**config.mk**
```make
export PLATFORM = sky130hd
export DESIGN_NAME = utf8_sanitizer_flat
export DESIGN_NICKNAME = d
export VERILOG_FILES = /design/src/hw/rtl/ufs_pkg.sv /design/src/hw/rtl/ufs_if.sv /design/src/hw/rtl/ufs_front.sv /design/src/hw/rtl/ufs_queue.sv /design/src/hw/rtl/ufs_back.sv /design/src/hw/rtl/utf8_sanitizer.sv /design/src/flat_wrapper.sv
export SDC_FILE = /design/constraint.sdc
export NUM_CORES = 1
export LEC_CHECK = 0
export ABC_AREA = 1
export BUFFER_PORTS_ARGS = -buffer_cell sky130_fd_sc_hd__buf_2
export CORE_MARGIN = 2
export CORE_UTILIZATION = 60
export DETAILED_ROUTE_END_ITERATION = 8
export PLACE_DENSITY_LB_ADDON = 0.05
export SETUP_SLACK_MARGIN = 0.5
export SYNTH_ARGS = -nofsm -noshare
export SYNTH_HDL_FRONTEND = slang
export SYNTH_HIERARCHICAL = 1
export SYNTH_SLANG_ARGS = --single-unit
```
**constraint.sdc**
```tcl
create_clock -name clock -period 20.6 [get_ports clock]
set_clock_uncertainty 0.1 [all_clocks]
set_input_delay 1.03 -clock clock [delete_from_list [all_inputs] [get_ports clock]]
set_output_delay 1.03 -clock clock [all_outputs]
set_load 0.05 [all_outputs]
```
**src/hw/rtl/ufs_pkg.sv**
```systemverilog
package ufs_pkg;

   localparam int unsigned QUEUE_DEPTH = 2;
   localparam int unsigned MAX_BYTES   = 6;

   localparam logic [7:0] REPL_B0   = 8'hEF;
   localparam logic [7:0] REPL_B1   = 8'hBF;
   localparam logic [7:0] REPL_B2   = 8'hBD;
   localparam logic [7:0] LEAD_E0   = 8'hE0;
   localparam logic [7:0] LEAD_ED   = 8'hED;
   localparam logic [7:0] LEAD_F0   = 8'hF0;
   localparam logic [7:0] LEAD_F4   = 8'hF4;
   localparam logic [7:0] CONT_LO   = 8'h80;
   localparam logic [7:0] CONT_HI   = 8'hBF;
   localparam logic [7:0] E0_LO     = 8'hA0;
   localparam logic [7:0] ED_HI     = 8'h9F;
   localparam logic [7:0] F0_LO     = 8'h90;
   localparam logic [7:0] F4_HI     = 8'h8F;

   typedef enum logic [1:0] {
      CLS_ASCII,
      CLS_LEAD,
      CLS_BAD
   } byte_class_type;

   typedef struct packed {
      logic [MAX_BYTES-1:0][7:0] bytes;
      logic [2:0]                count;
      logic                      clean;
   } cmd_type;

   function automatic byte_class_type classify(input logic [7:0] b);
      byte_class_type cls;
      if (b < 8'h80) begin
         cls = CLS_ASCII;
      end else if (b inside {[8'hC2:8'hF4]}) begin
         cls = CLS_LEAD;
      end else begin
         cls = CLS_BAD;
      end
      return cls;
   endfunction

   function automatic logic [2:0] lead_length(input logic [7:0] b);
      logic [2:0] len;
      if (b inside {[8'hC2:8'hDF]}) begin
         len = 3'd2;
      end else if (b inside {[8'hE0:8'hEF]}) begin
         len = 3'd3;
      end else begin
         len = 3'd4;
      end
      return len;
   endfunction

endpackage

```
**src/hw/rtl/ufs_if.sv**
```systemverilog
interface ufs_req_if;
   logic       valid;
   logic       ready;
   logic [7:0] in_byte;
   logic       end_of_stream;

   modport source (output valid, output in_byte, output end_of_stream, input ready);
   modport sink   (input valid, input in_byte, input end_of_stream, output ready);
endinterface

interface ufs_rsp_if;
   logic       valid;
   logic       ready;
   logic [7:0] out_byte;
   logic       run_last;
   logic       stream_clean;

   modport source (output valid, output out_byte, output run_last, output stream_clean,
                   input ready);
   modport sink   (input valid, input out_byte, input run_last, input stream_clean,
                   output ready);
endinterface

```
**src/hw/rtl/ufs_front.sv**
```systemverilog
module ufs_front (
   input  logic            clock,
   input  logic            reset,
   ufs_req_if.sink         req_if,
   input  logic            q_full,
   output logic            q_push,
   output ufs_pkg::cmd_type q_data
);
   import ufs_pkg::*;

   logic [2:0][7:0] pend_ff, pend_in;
   logic [1:0]      pcnt_ff, pcnt_in;
   logic [2:0]      len_ff, len_in;
   logic            clean_ff, clean_in;
   logic            cln;
   logic [2:0]      n;
   logic            fresh;
   logic [7:0]      lo, hi, b;
   logic            accept;
   cmd_type         cmd;

   assign b            = req_if.in_byte;
   assign req_if.ready = !q_full;
   assign accept       = req_if.valid && req_if.ready;

   always_comb begin
      cmd     = '0;
      n       = '0;
      cln     = clean_ff;
      pend_in = pend_ff;
      pcnt_in = pcnt_ff;
      len_in  = len_ff;
      fresh   = 1'b0;
      lo      = CONT_LO;
      hi      = CONT_HI;
      if (pcnt_ff == 2'd1) begin
         if (pend_ff[0] == LEAD_E0) lo = E0_LO;
         if (pend_ff[0] == LEAD_ED) hi = ED_HI;
         if (pend_ff[0] == LEAD_F0) lo = F0_LO;
         if (pend_ff[0] == LEAD_F4) hi = F4_HI;
      end
      if (pcnt_ff == 2'd0) begin
         fresh = 1'b1;
      end else if (b < lo || b > hi) begin
         cmd.bytes[n]        = REPL_B0;
         cmd.bytes[n + 3'd1] = REPL_B1;
         cmd.bytes[n + 3'd2] = REPL_B2;
         n       = n + 3'd3;
         cln     = 1'b0;
         pcnt_in = '0;
         len_in  = '0;
         fresh   = 1'b1;
      end else if (({1'b0, pcnt_ff} + 3'd1) >= len_ff || pcnt_ff == 2'd3) begin
         for (int k = 0; k < 3; k++) begin
            if (2'(k) < pcnt_ff) begin
               cmd.bytes[n] = pend_ff[2'(k)];
               n = n + 3'd1;
            end
         end
         cmd.bytes[n] = b;
         n       = n + 3'd1;
         pcnt_in = '0;
         len_in  = '0;
      end else begin
         pend_in[pcnt_ff] = b;
         pcnt_in = pcnt_ff + 2'd1;
      end
      if (fresh) begin
         case (classify(b))
            CLS_ASCII: begin
               cmd.bytes[n] = b;
               n = n + 3'd1;
            end
            CLS_LEAD: begin
               pend_in[0] = b;
               pcnt_in    = 2'd1;
               len_in     = lead_length(b);
            end
            default: begin
               cmd.bytes[n]        = REPL_B0;
               cmd.bytes[n + 3'd1] = REPL_B1;
               cmd.bytes[n + 3'd2] = REPL_B2;
               n   = n + 3'd3;
               cln = 1'b0;
            end
         endcase
      end
      if (req_if.end_of_stream && pcnt_in != 2'd0) begin
         cmd.bytes[n]        = REPL_B0;
         cmd.bytes[n + 3'd1] = REPL_B1;
         cmd.bytes[n + 3'd2] = REPL_B2;
         n       = n + 3'd3;
         cln     = 1'b0;
         pcnt_in = '0;
         len_in  = '0;
      end
      cmd.count = n;
      cmd.clean = cln;
      clean_in  = req_if.end_of_stream ? 1'b1 : cln;
   end

   assign q_push = accept && (n != 3'd0);
   assign q_data = cmd;

   always_ff @(posedge clock) begin
      if (reset) begin
         pcnt_ff  <= '0;
         len_ff   <= '0;
         clean_ff <= 1'b1;
      end else if (accept) begin
         pcnt_ff  <= pcnt_in;
         len_ff   <= len_in;
         clean_ff <= clean_in;
      end
   end

   always_ff @(posedge clock) begin
      if (accept) begin
         pend_ff <= pend_in;
      end
   end

endmodule

```
**src/hw/rtl/ufs_queue.sv**
```systemverilog
module ufs_queue #(
   parameter int unsigned DEPTH = ufs_pkg::QUEUE_DEPTH
) (
   input  logic             clock,
   input  logic             reset,
   input  logic             push,
   input  ufs_pkg::cmd_type push_data,
   output logic             full,
   input  logic             pop,
   output logic             pop_valid,
   output ufs_pkg::cmd_type pop_data
);
   import ufs_pkg::*;

   localparam int unsigned PtrW = (DEPTH > 1) ? $clog2(DEPTH) : 1;
   localparam int unsigned CntW = $clog2(DEPTH + 1);

   cmd_type         mem [DEPTH];
   logic [PtrW-1:0] wptr_ff, rptr_ff;
   logic [CntW-1:0] cnt_ff;
   logic            do_push, do_pop;

   assign full      = (cnt_ff == CntW'(DEPTH));
   assign pop_valid = (cnt_ff != '0);
   assign do_push   = push && !full;
   assign do_pop    = pop && pop_valid;
   assign pop_data  = mem[rptr_ff];

   always_ff @(posedge clock) begin
      if (do_push) begin
         mem[wptr_ff] <= push_data;
      end
   end

   always_ff @(posedge clock) begin
      if (reset) begin
         wptr_ff <= '0;
         rptr_ff <= '0;
         cnt_ff  <= '0;
      end else begin
         if (do_push) begin
            wptr_ff <= (wptr_ff == PtrW'(DEPTH - 1)) ? '0 : wptr_ff + PtrW'(1);
         end
         if (do_pop) begin
            rptr_ff <= (rptr_ff == PtrW'(DEPTH - 1)) ? '0 : rptr_ff + PtrW'(1);
         end
         if (do_push && !do_pop) begin
            cnt_ff <= cnt_ff + CntW'(1);
         end else if (do_pop && !do_push) begin
            cnt_ff <= cnt_ff - CntW'(1);
         end
      end
   end

endmodule

```
**src/hw/rtl/ufs_back.sv**
```systemverilog
module ufs_back (
   input  logic             clock,
   input  logic             reset,
   input  logic             q_valid,
   input  ufs_pkg::cmd_type q_data,
   output logic             q_pop,
   ufs_rsp_if.source        rsp_if
);
   import ufs_pkg::*;

   cmd_type    cur_ff;
   logic       cur_vld_ff;
   logic [2:0] idx_ff;
   logic       rsp_vld_ff;
   logic [7:0] byte_ff;
   logic       last_ff;
   logic       clean_ff;
   logic       out_load, last, cur_take;

   assign last     = (idx_ff == cur_ff.count - 3'd1);
   assign out_load = cur_vld_ff && (!rsp_vld_ff || rsp_if.ready);
   assign cur_take = !cur_vld_ff || (out_load && last);
   assign q_pop    = cur_take;

   always_ff @(posedge clock) begin
      if (reset) begin
         cur_vld_ff <= 1'b0;
         idx_ff     <= '0;
         rsp_vld_ff <= 1'b0;
      end else begin
         if (cur_take) begin
            cur_vld_ff <= q_valid;
            idx_ff     <= '0;
         end else if (out_load) begin
            idx_ff <= idx_ff + 3'd1;
         end
         if (out_load) begin
            rsp_vld_ff <= 1'b1;
         end else if (rsp_if.ready) begin
            rsp_vld_ff <= 1'b0;
         end
      end
   end

   always_ff @(posedge clock) begin
      if (cur_take) begin
         cur_ff <= q_data;
      end
      if (out_load) begin
         byte_ff  <= cur_ff.bytes[idx_ff];
         last_ff  <= last;
         clean_ff <= cur_ff.clean;
      end
   end

   assign rsp_if.valid        = rsp_vld_ff;
   assign rsp_if.out_byte     = byte_ff;
   assign rsp_if.run_last     = last_ff;
   assign rsp_if.stream_clean = clean_ff;

endmodule

```
**src/hw/rtl/utf8_sanitizer.sv**
```systemverilog
// UTF-8 sanitizer.
// req_if: one raw byte per transfer, end_of_stream set on the final byte of a text.
// rsp_if: sanitized bytes, one per transfer. run_last marks the last byte caused
//   by one request transfer; stream_clean is 1 while no U+FFFD (EF BF BD) has been
//   emitted in the current text, and on the last byte of the end_of_stream
//   request it is the verdict for the whole text.
// A request byte yields 0 to 6 response bytes. Bytes of an incomplete sequence
//   are held (up to three) and released when the sequence completes.
// Each byte goes through the queue, the command register and the output register.
// Throughput: one request per cycle unless the queue is full; the response side moves
//   one byte per cycle while rsp_if.ready is high, so sustained rate is set by the
//   output byte count. A QUEUE_DEPTH-entry command queue links classifier and serializer.
// Reset: discards held bytes and queued commands, clears output valid; stream_clean starts at 1.
// Response stall: the output register holds its byte; the queue fills, and
//   req_if.ready drops only once the queue is full.
module utf8_sanitizer #(
   parameter int unsigned QUEUE_DEPTH = ufs_pkg::QUEUE_DEPTH
) (
   input logic       clock,
   input logic       reset,
   ufs_req_if.sink   req_if,
   ufs_rsp_if.source rsp_if
);
   import ufs_pkg::*;

   logic    q_full, q_push, q_pop, q_valid;
   cmd_type q_wdata, q_rdata;

   ufs_front u_front (
      .clock  (clock),
      .reset  (reset),
      .req_if (req_if),
      .q_full (q_full),
      .q_push (q_push),
      .q_data (q_wdata)
   );

   ufs_queue #(
      .DEPTH (QUEUE_DEPTH)
   ) u_queue (
      .clock     (clock),
      .reset     (reset),
      .push      (q_push),
      .push_data (q_wdata),
      .full      (q_full),
      .pop       (q_pop),
      .pop_valid (q_valid),
      .pop_data  (q_rdata)
   );

   ufs_back u_back (
      .clock   (clock),
      .reset   (reset),
      .q_valid (q_valid),
      .q_data  (q_rdata),
      .q_pop   (q_pop),
      .rsp_if  (rsp_if)
   );

endmodule

```
**src/flat_wrapper.sv**
```systemverilog
// flat-port wrapper written by rule: the top's interface ports become plain ports
module utf8_sanitizer_flat import ufs_pkg::*;
#(
   parameter int unsigned QUEUE_DEPTH = ufs_pkg::QUEUE_DEPTH
)
  (clock, reset, req_if_valid, req_if_in_byte, req_if_end_of_stream, req_if_ready, rsp_if_valid, rsp_if_out_byte, rsp_if_run_last, rsp_if_stream_clean, rsp_if_ready);
  ufs_req_if req_if_i ();
  ufs_rsp_if rsp_if_i ();
  input logic clock;
  input logic reset;
  input wire logic [$bits(req_if_i.valid)-1:0] req_if_valid;
  input wire logic [$bits(req_if_i.in_byte)-1:0] req_if_in_byte;
  input wire logic [$bits(req_if_i.end_of_stream)-1:0] req_if_end_of_stream;
  output wire logic [$bits(req_if_i.ready)-1:0] req_if_ready;
  output wire logic [$bits(rsp_if_i.valid)-1:0] rsp_if_valid;
  output wire logic [$bits(rsp_if_i.out_byte)-1:0] rsp_if_out_byte;
  output wire logic [$bits(rsp_if_i.run_last)-1:0] rsp_if_run_last;
  output wire logic [$bits(rsp_if_i.stream_clean)-1:0] rsp_if_stream_clean;
  input wire logic [$bits(rsp_if_i.ready)-1:0] rsp_if_ready;
  assign req_if_i.valid = req_if_valid;
  assign req_if_i.in_byte = req_if_in_byte;
  assign req_if_i.end_of_stream = req_if_end_of_stream;
  assign req_if_ready = req_if_i.ready;
  assign rsp_if_valid = rsp_if_i.valid;
  assign rsp_if_out_byte = rsp_if_i.out_byte;
  assign rsp_if_run_last = rsp_if_i.run_last;
  assign rsp_if_stream_clean = rsp_if_i.stream_clean;
  assign rsp_if_i.ready = rsp_if_ready;
  utf8_sanitizer #(.QUEUE_DEPTH(QUEUE_DEPTH)) u_core (.clock(clock), .reset(reset), .req_if(req_if_i), .rsp_if(rsp_if_i));
endmodule
```
==> flow_metrics.py <==
metrics = {
    "run_status": {
        "status": "complete, no violations",
    },
    "route": {
        "drt-total-wl_mm": 21.95,
        "dr.pass1.iters": 7,
        "drc": 0,
        "vias": 6547,
        "routedWlPerCell_um": 19.51,
        "dr.first_iter.drc_count": 548,
        "vias_per_cell": 5.820,
        "ant_nets": 0,
    },
    "global_route": {
        "grt.total_usage_pct": 25.74,
        "grt_pass1_wl_mm": 34.28,
        "grt_start_max_net_pins": 56,
        "grt_pass1_vias": 6333,
        "grt_overflow": 0,
        "antenna_found_initial": 0,
    },
    "power": {
        "power_density_nw_per_um2": 121.3,
        "ir_drop_mv": 0.09104,
        "p_leak_nw": 4.302,
    },
    "clock_network": {
        "cts_tree": "yes",
        "hold_buffers": 0,
        "cts_made_buffers": 17,
        "cts_max_path_buffers": 2,
        "clk_pin_slew_worst_paths_ns": 0.07,
        "cts_sinks": 198,
        "worstSkewPairLatency_ns": 0.43,
        "cts_root_buffer": "clkbuf_16",
        "postCtsSetupRepairBufs": 0,
        "cts-resized-gates": 0,
        "cts_max_level": 4,
    },
    "synthesis": {
        "ys.flop_type": "edfxtp_1",
        "synth.area.top_cells": "edfxtp_1, mux2_4, nand2_1, o21ai_0, dfxtp_1",
        "yosysTopAreaCell": "edfxtp_1",
        "avgSynthCellArea_sq_um": 11.32,
        "yosysWarnings": 6,
        "synthDistinctLibCells": 50,
        "synth_nets": 908,
        "synth_top_area_share_pct": 55.19,
        "synthArstFlopShare_pct": 0,
        "synth_edf_count": 182,
        "postSynthCellCount": 875,
        "ys_seq_elements": 198,
        "syn_area_sq_um": 9903,
        "yosysSeqAreaShare_pct": 58.42,
    },
    "die": {
        "rows": 46,
        "io_pins": 25,
        "core_area_sq_um": 16000,
        "die_h_um": 132.5,
        "die_w_um": 132.5,
        "die-area_sq_um": 17550,
        "initial_core_util_pct": 61.89,
    },
    "cells_and_area": {
        "stdcell_count": 1125,
        "nets": 931,
        "syn_to_final_growth_pct": 7.416,
        "fill_cells": 1232,
        "design_area_sq_um": 10640,
        "antenna_cells": 0,
        "drive_above_1_share_pct": 19.58,
    },
    "placed_design": {
        "dpl.cell_count": 1095,
        "place_congestion": 0.9229,
        "dpl_cell_area_sq_um": 10110,
        "hpwl_mm": 15.63,
        "port_buffers": 24,
    },
    "sta": {
        "slew_viol_final": 0,
        "tightest_slew_ns": 0.9852,
        "slew_headroom_pct": 34.32,
        "setup-violations-final": 0,
        "period_share_pct": 28.33,
        "fin_crit_ns": 5.837,
        "fin_setup_tns_ns": 0,
        "fmax_mhz": 171.3,
        "rsz0062_at_grt": "no",
        "whs_ns": 0.3304,
        "hold_viol": 0,
    },
    "setup_path": {
        "crit_type": "reg -> reg",
        "critPathMaxFanout": 51,
        "critical_path_required_ns": 20.55,
        "start_kind": "flop",
        "end_kind": "flop",
        "arrival_ns": 5.79,
    },
    "run": {
        "max_cap_viol_count": 0,
    },
    "worst_hold_path": {
        "worstHoldPathType": "reg -> reg",
    },
}
==> cells in the mapped netlist (6+ instances only) <==
| master | instances |
|---|---|
| buf_6 | 6 |
| nor3_1 | 9 |
| nand4_1 | 17 |
| a21oi_1 | 37 |
| ha_1 | 20 |
| edfxtp_1 | 182 |
| nor2_2 | 7 |
| mux2_4 | 50 |
| nand3_1 | 54 |
| inv_1 | 71 |
| inv_2 | 15 |
| nand2_1 | 146 |
| dfxtp_1 | 16 |
| o22ai_1 | 8 |
| nor2_1 | 74 |
| clkbuf_1 | 6 |
| nand2_2 | 8 |
| o21ai_1 | 9 |
| o21ai_0 | 66 |
==> through the flow <==
step | setup slack (ns) | utilization, % | power [mW]
after floorplan | 13.88 | - | 0.9282
after global placement | 14.98 | 63.19 | 0.9854
after detailed placement | 14.81 | 63.19 | 1.001
after CTS | 14.80 | 66.48 | 1.299
after global routing | 14.46 | 66.48 | 1.354
final | 14.76 | 66.48 | 1.291
==> final cells by class <==
type	count	area, sq um	area share (%)
Sequential cell	198	5789	54.42
Multi-Input combinational cell	564	3558	33.45
Clock buffer	18	429.2	4.034
Inverter	88	335.3	3.152
Tap cell	216	270.3	2.541
Timing Repair Buffer	29	157.7	1.482
Clock inverter	12	97.59	0.9174
==> where the power goes <==
part           internal [mW]  leakage (nW)  switching, mW  total [mW]
registers              0.596          1.89         0.0579       0.654
clock network          0.155         0.250          0.144       0.300
logic                  0.129          2.17          0.208       0.337
==> sequential cells by signal, summed over array words and instances (netlist names), named ones only <==
register,cells
u_core/u_back/idx_ff,3
u_core/u_front/clean_ff,1
u_core/u_back/rsp_if.valid,1
u_core/u_front/len_ff,3
u_core/u_queue/mem,104
u_core/u_back/rsp_if.stream_clean,1
u_core/u_front/pend_ff,16
u_core/u_back/rsp_if.out_byte,8
u_core/u_queue/cnt_ff,2
u_core/u_back/cur_vld_ff,1
u_core/u_queue/wptr_ff,1
u_core/u_front/pcnt_ff,2
u_core/u_back/cur_ff,52
u_core/u_queue/rptr_ff,1
u_core/u_back/rsp_if.run_last,1
==> worst paths after layout <==
path	startpoint	to	slack, ns	cells past startpoint
max	u_core/u_front/pcnt_ff[1]$_SDFFE_PP0P_	u_core/u_queue/mem[1][33]$_DFFE_PP_	14.76	24
min	u_core/u_back/cur_ff[0]$_DFFE_PP_	u_core/u_back/rsp_if.stream_clean$_DFFE_PP_	0.33	0
max reg2reg	u_core/u_front/pcnt_ff[1]$_SDFFE_PP0P_	u_core/u_queue/mem[1][33]$_DFFE_PP_	14.76	24
min reg2reg	u_core/u_back/cur_ff[0]$_DFFE_PP_	u_core/u_back/rsp_if.stream_clean$_DFFE_PP_	0.33	0
==> worst max-delay path, stage by stage, from the launching register on <==
cell,delay [ns]
dfxtp_1,0.35
inv_1,0.17
ha_1,0.26
inv_2,0.16
o31ai_1,0.32
ha_1,0.30
nand2_1,0.07
nand3b_1,0.12
a21oi_4,0.32
nand3_1,0.12
nand2_1,0.39
inv_4,0.11
ha_1,0.41
inv_1,0.15
o211ai_2,0.20
nand2_4,0.12
ha_1,0.36
inv_1,0.16
o21ai_0,0.16
nand2_1,0.09
nor2_1,0.04
nor2_1,0.10
o21ai_2,0.13
nor2_4,0.11
buf_4,0.56
==> metal layers <==
metal | track usage, % | wire (um)
met1 | 32.78 | 9246
met2 | 44.56 | 10980
met3 | 4.521 | 1152
met4 | 9.080 | 565
met5 | 0 | 0
==> logic make-up after synthesis <==
family          share of synthesized area, %
other cells                          0.03787
xor+xnor                              0.1769
simple gates                           17.20
fa+ha+maj                              2.527
buf+inv                                5.824
flops                                  58.42
compound gates                         8.010
mux                                    7.808
==> layout by cell type (no fill, tap or decap), types with 17 or more instances in the layout <==
cell type / synthesis / layout
buf_2: 2 / 24
ha_1: 20 / 20
o21ai_0: 66 / 66
nand4_1: 17 / 17
nor2_1: 74 / 72
a21oi_1: 37 / 37
mux2_4: 50 / 50
nand2_1: 146 / 145
clkbuf_16: 0 / 17
inv_1: 71 / 71
nand3_1: 54 / 54
edfxtp_1: 182 / 182
No activity file was read; power rests on OpenSTA's default activity.
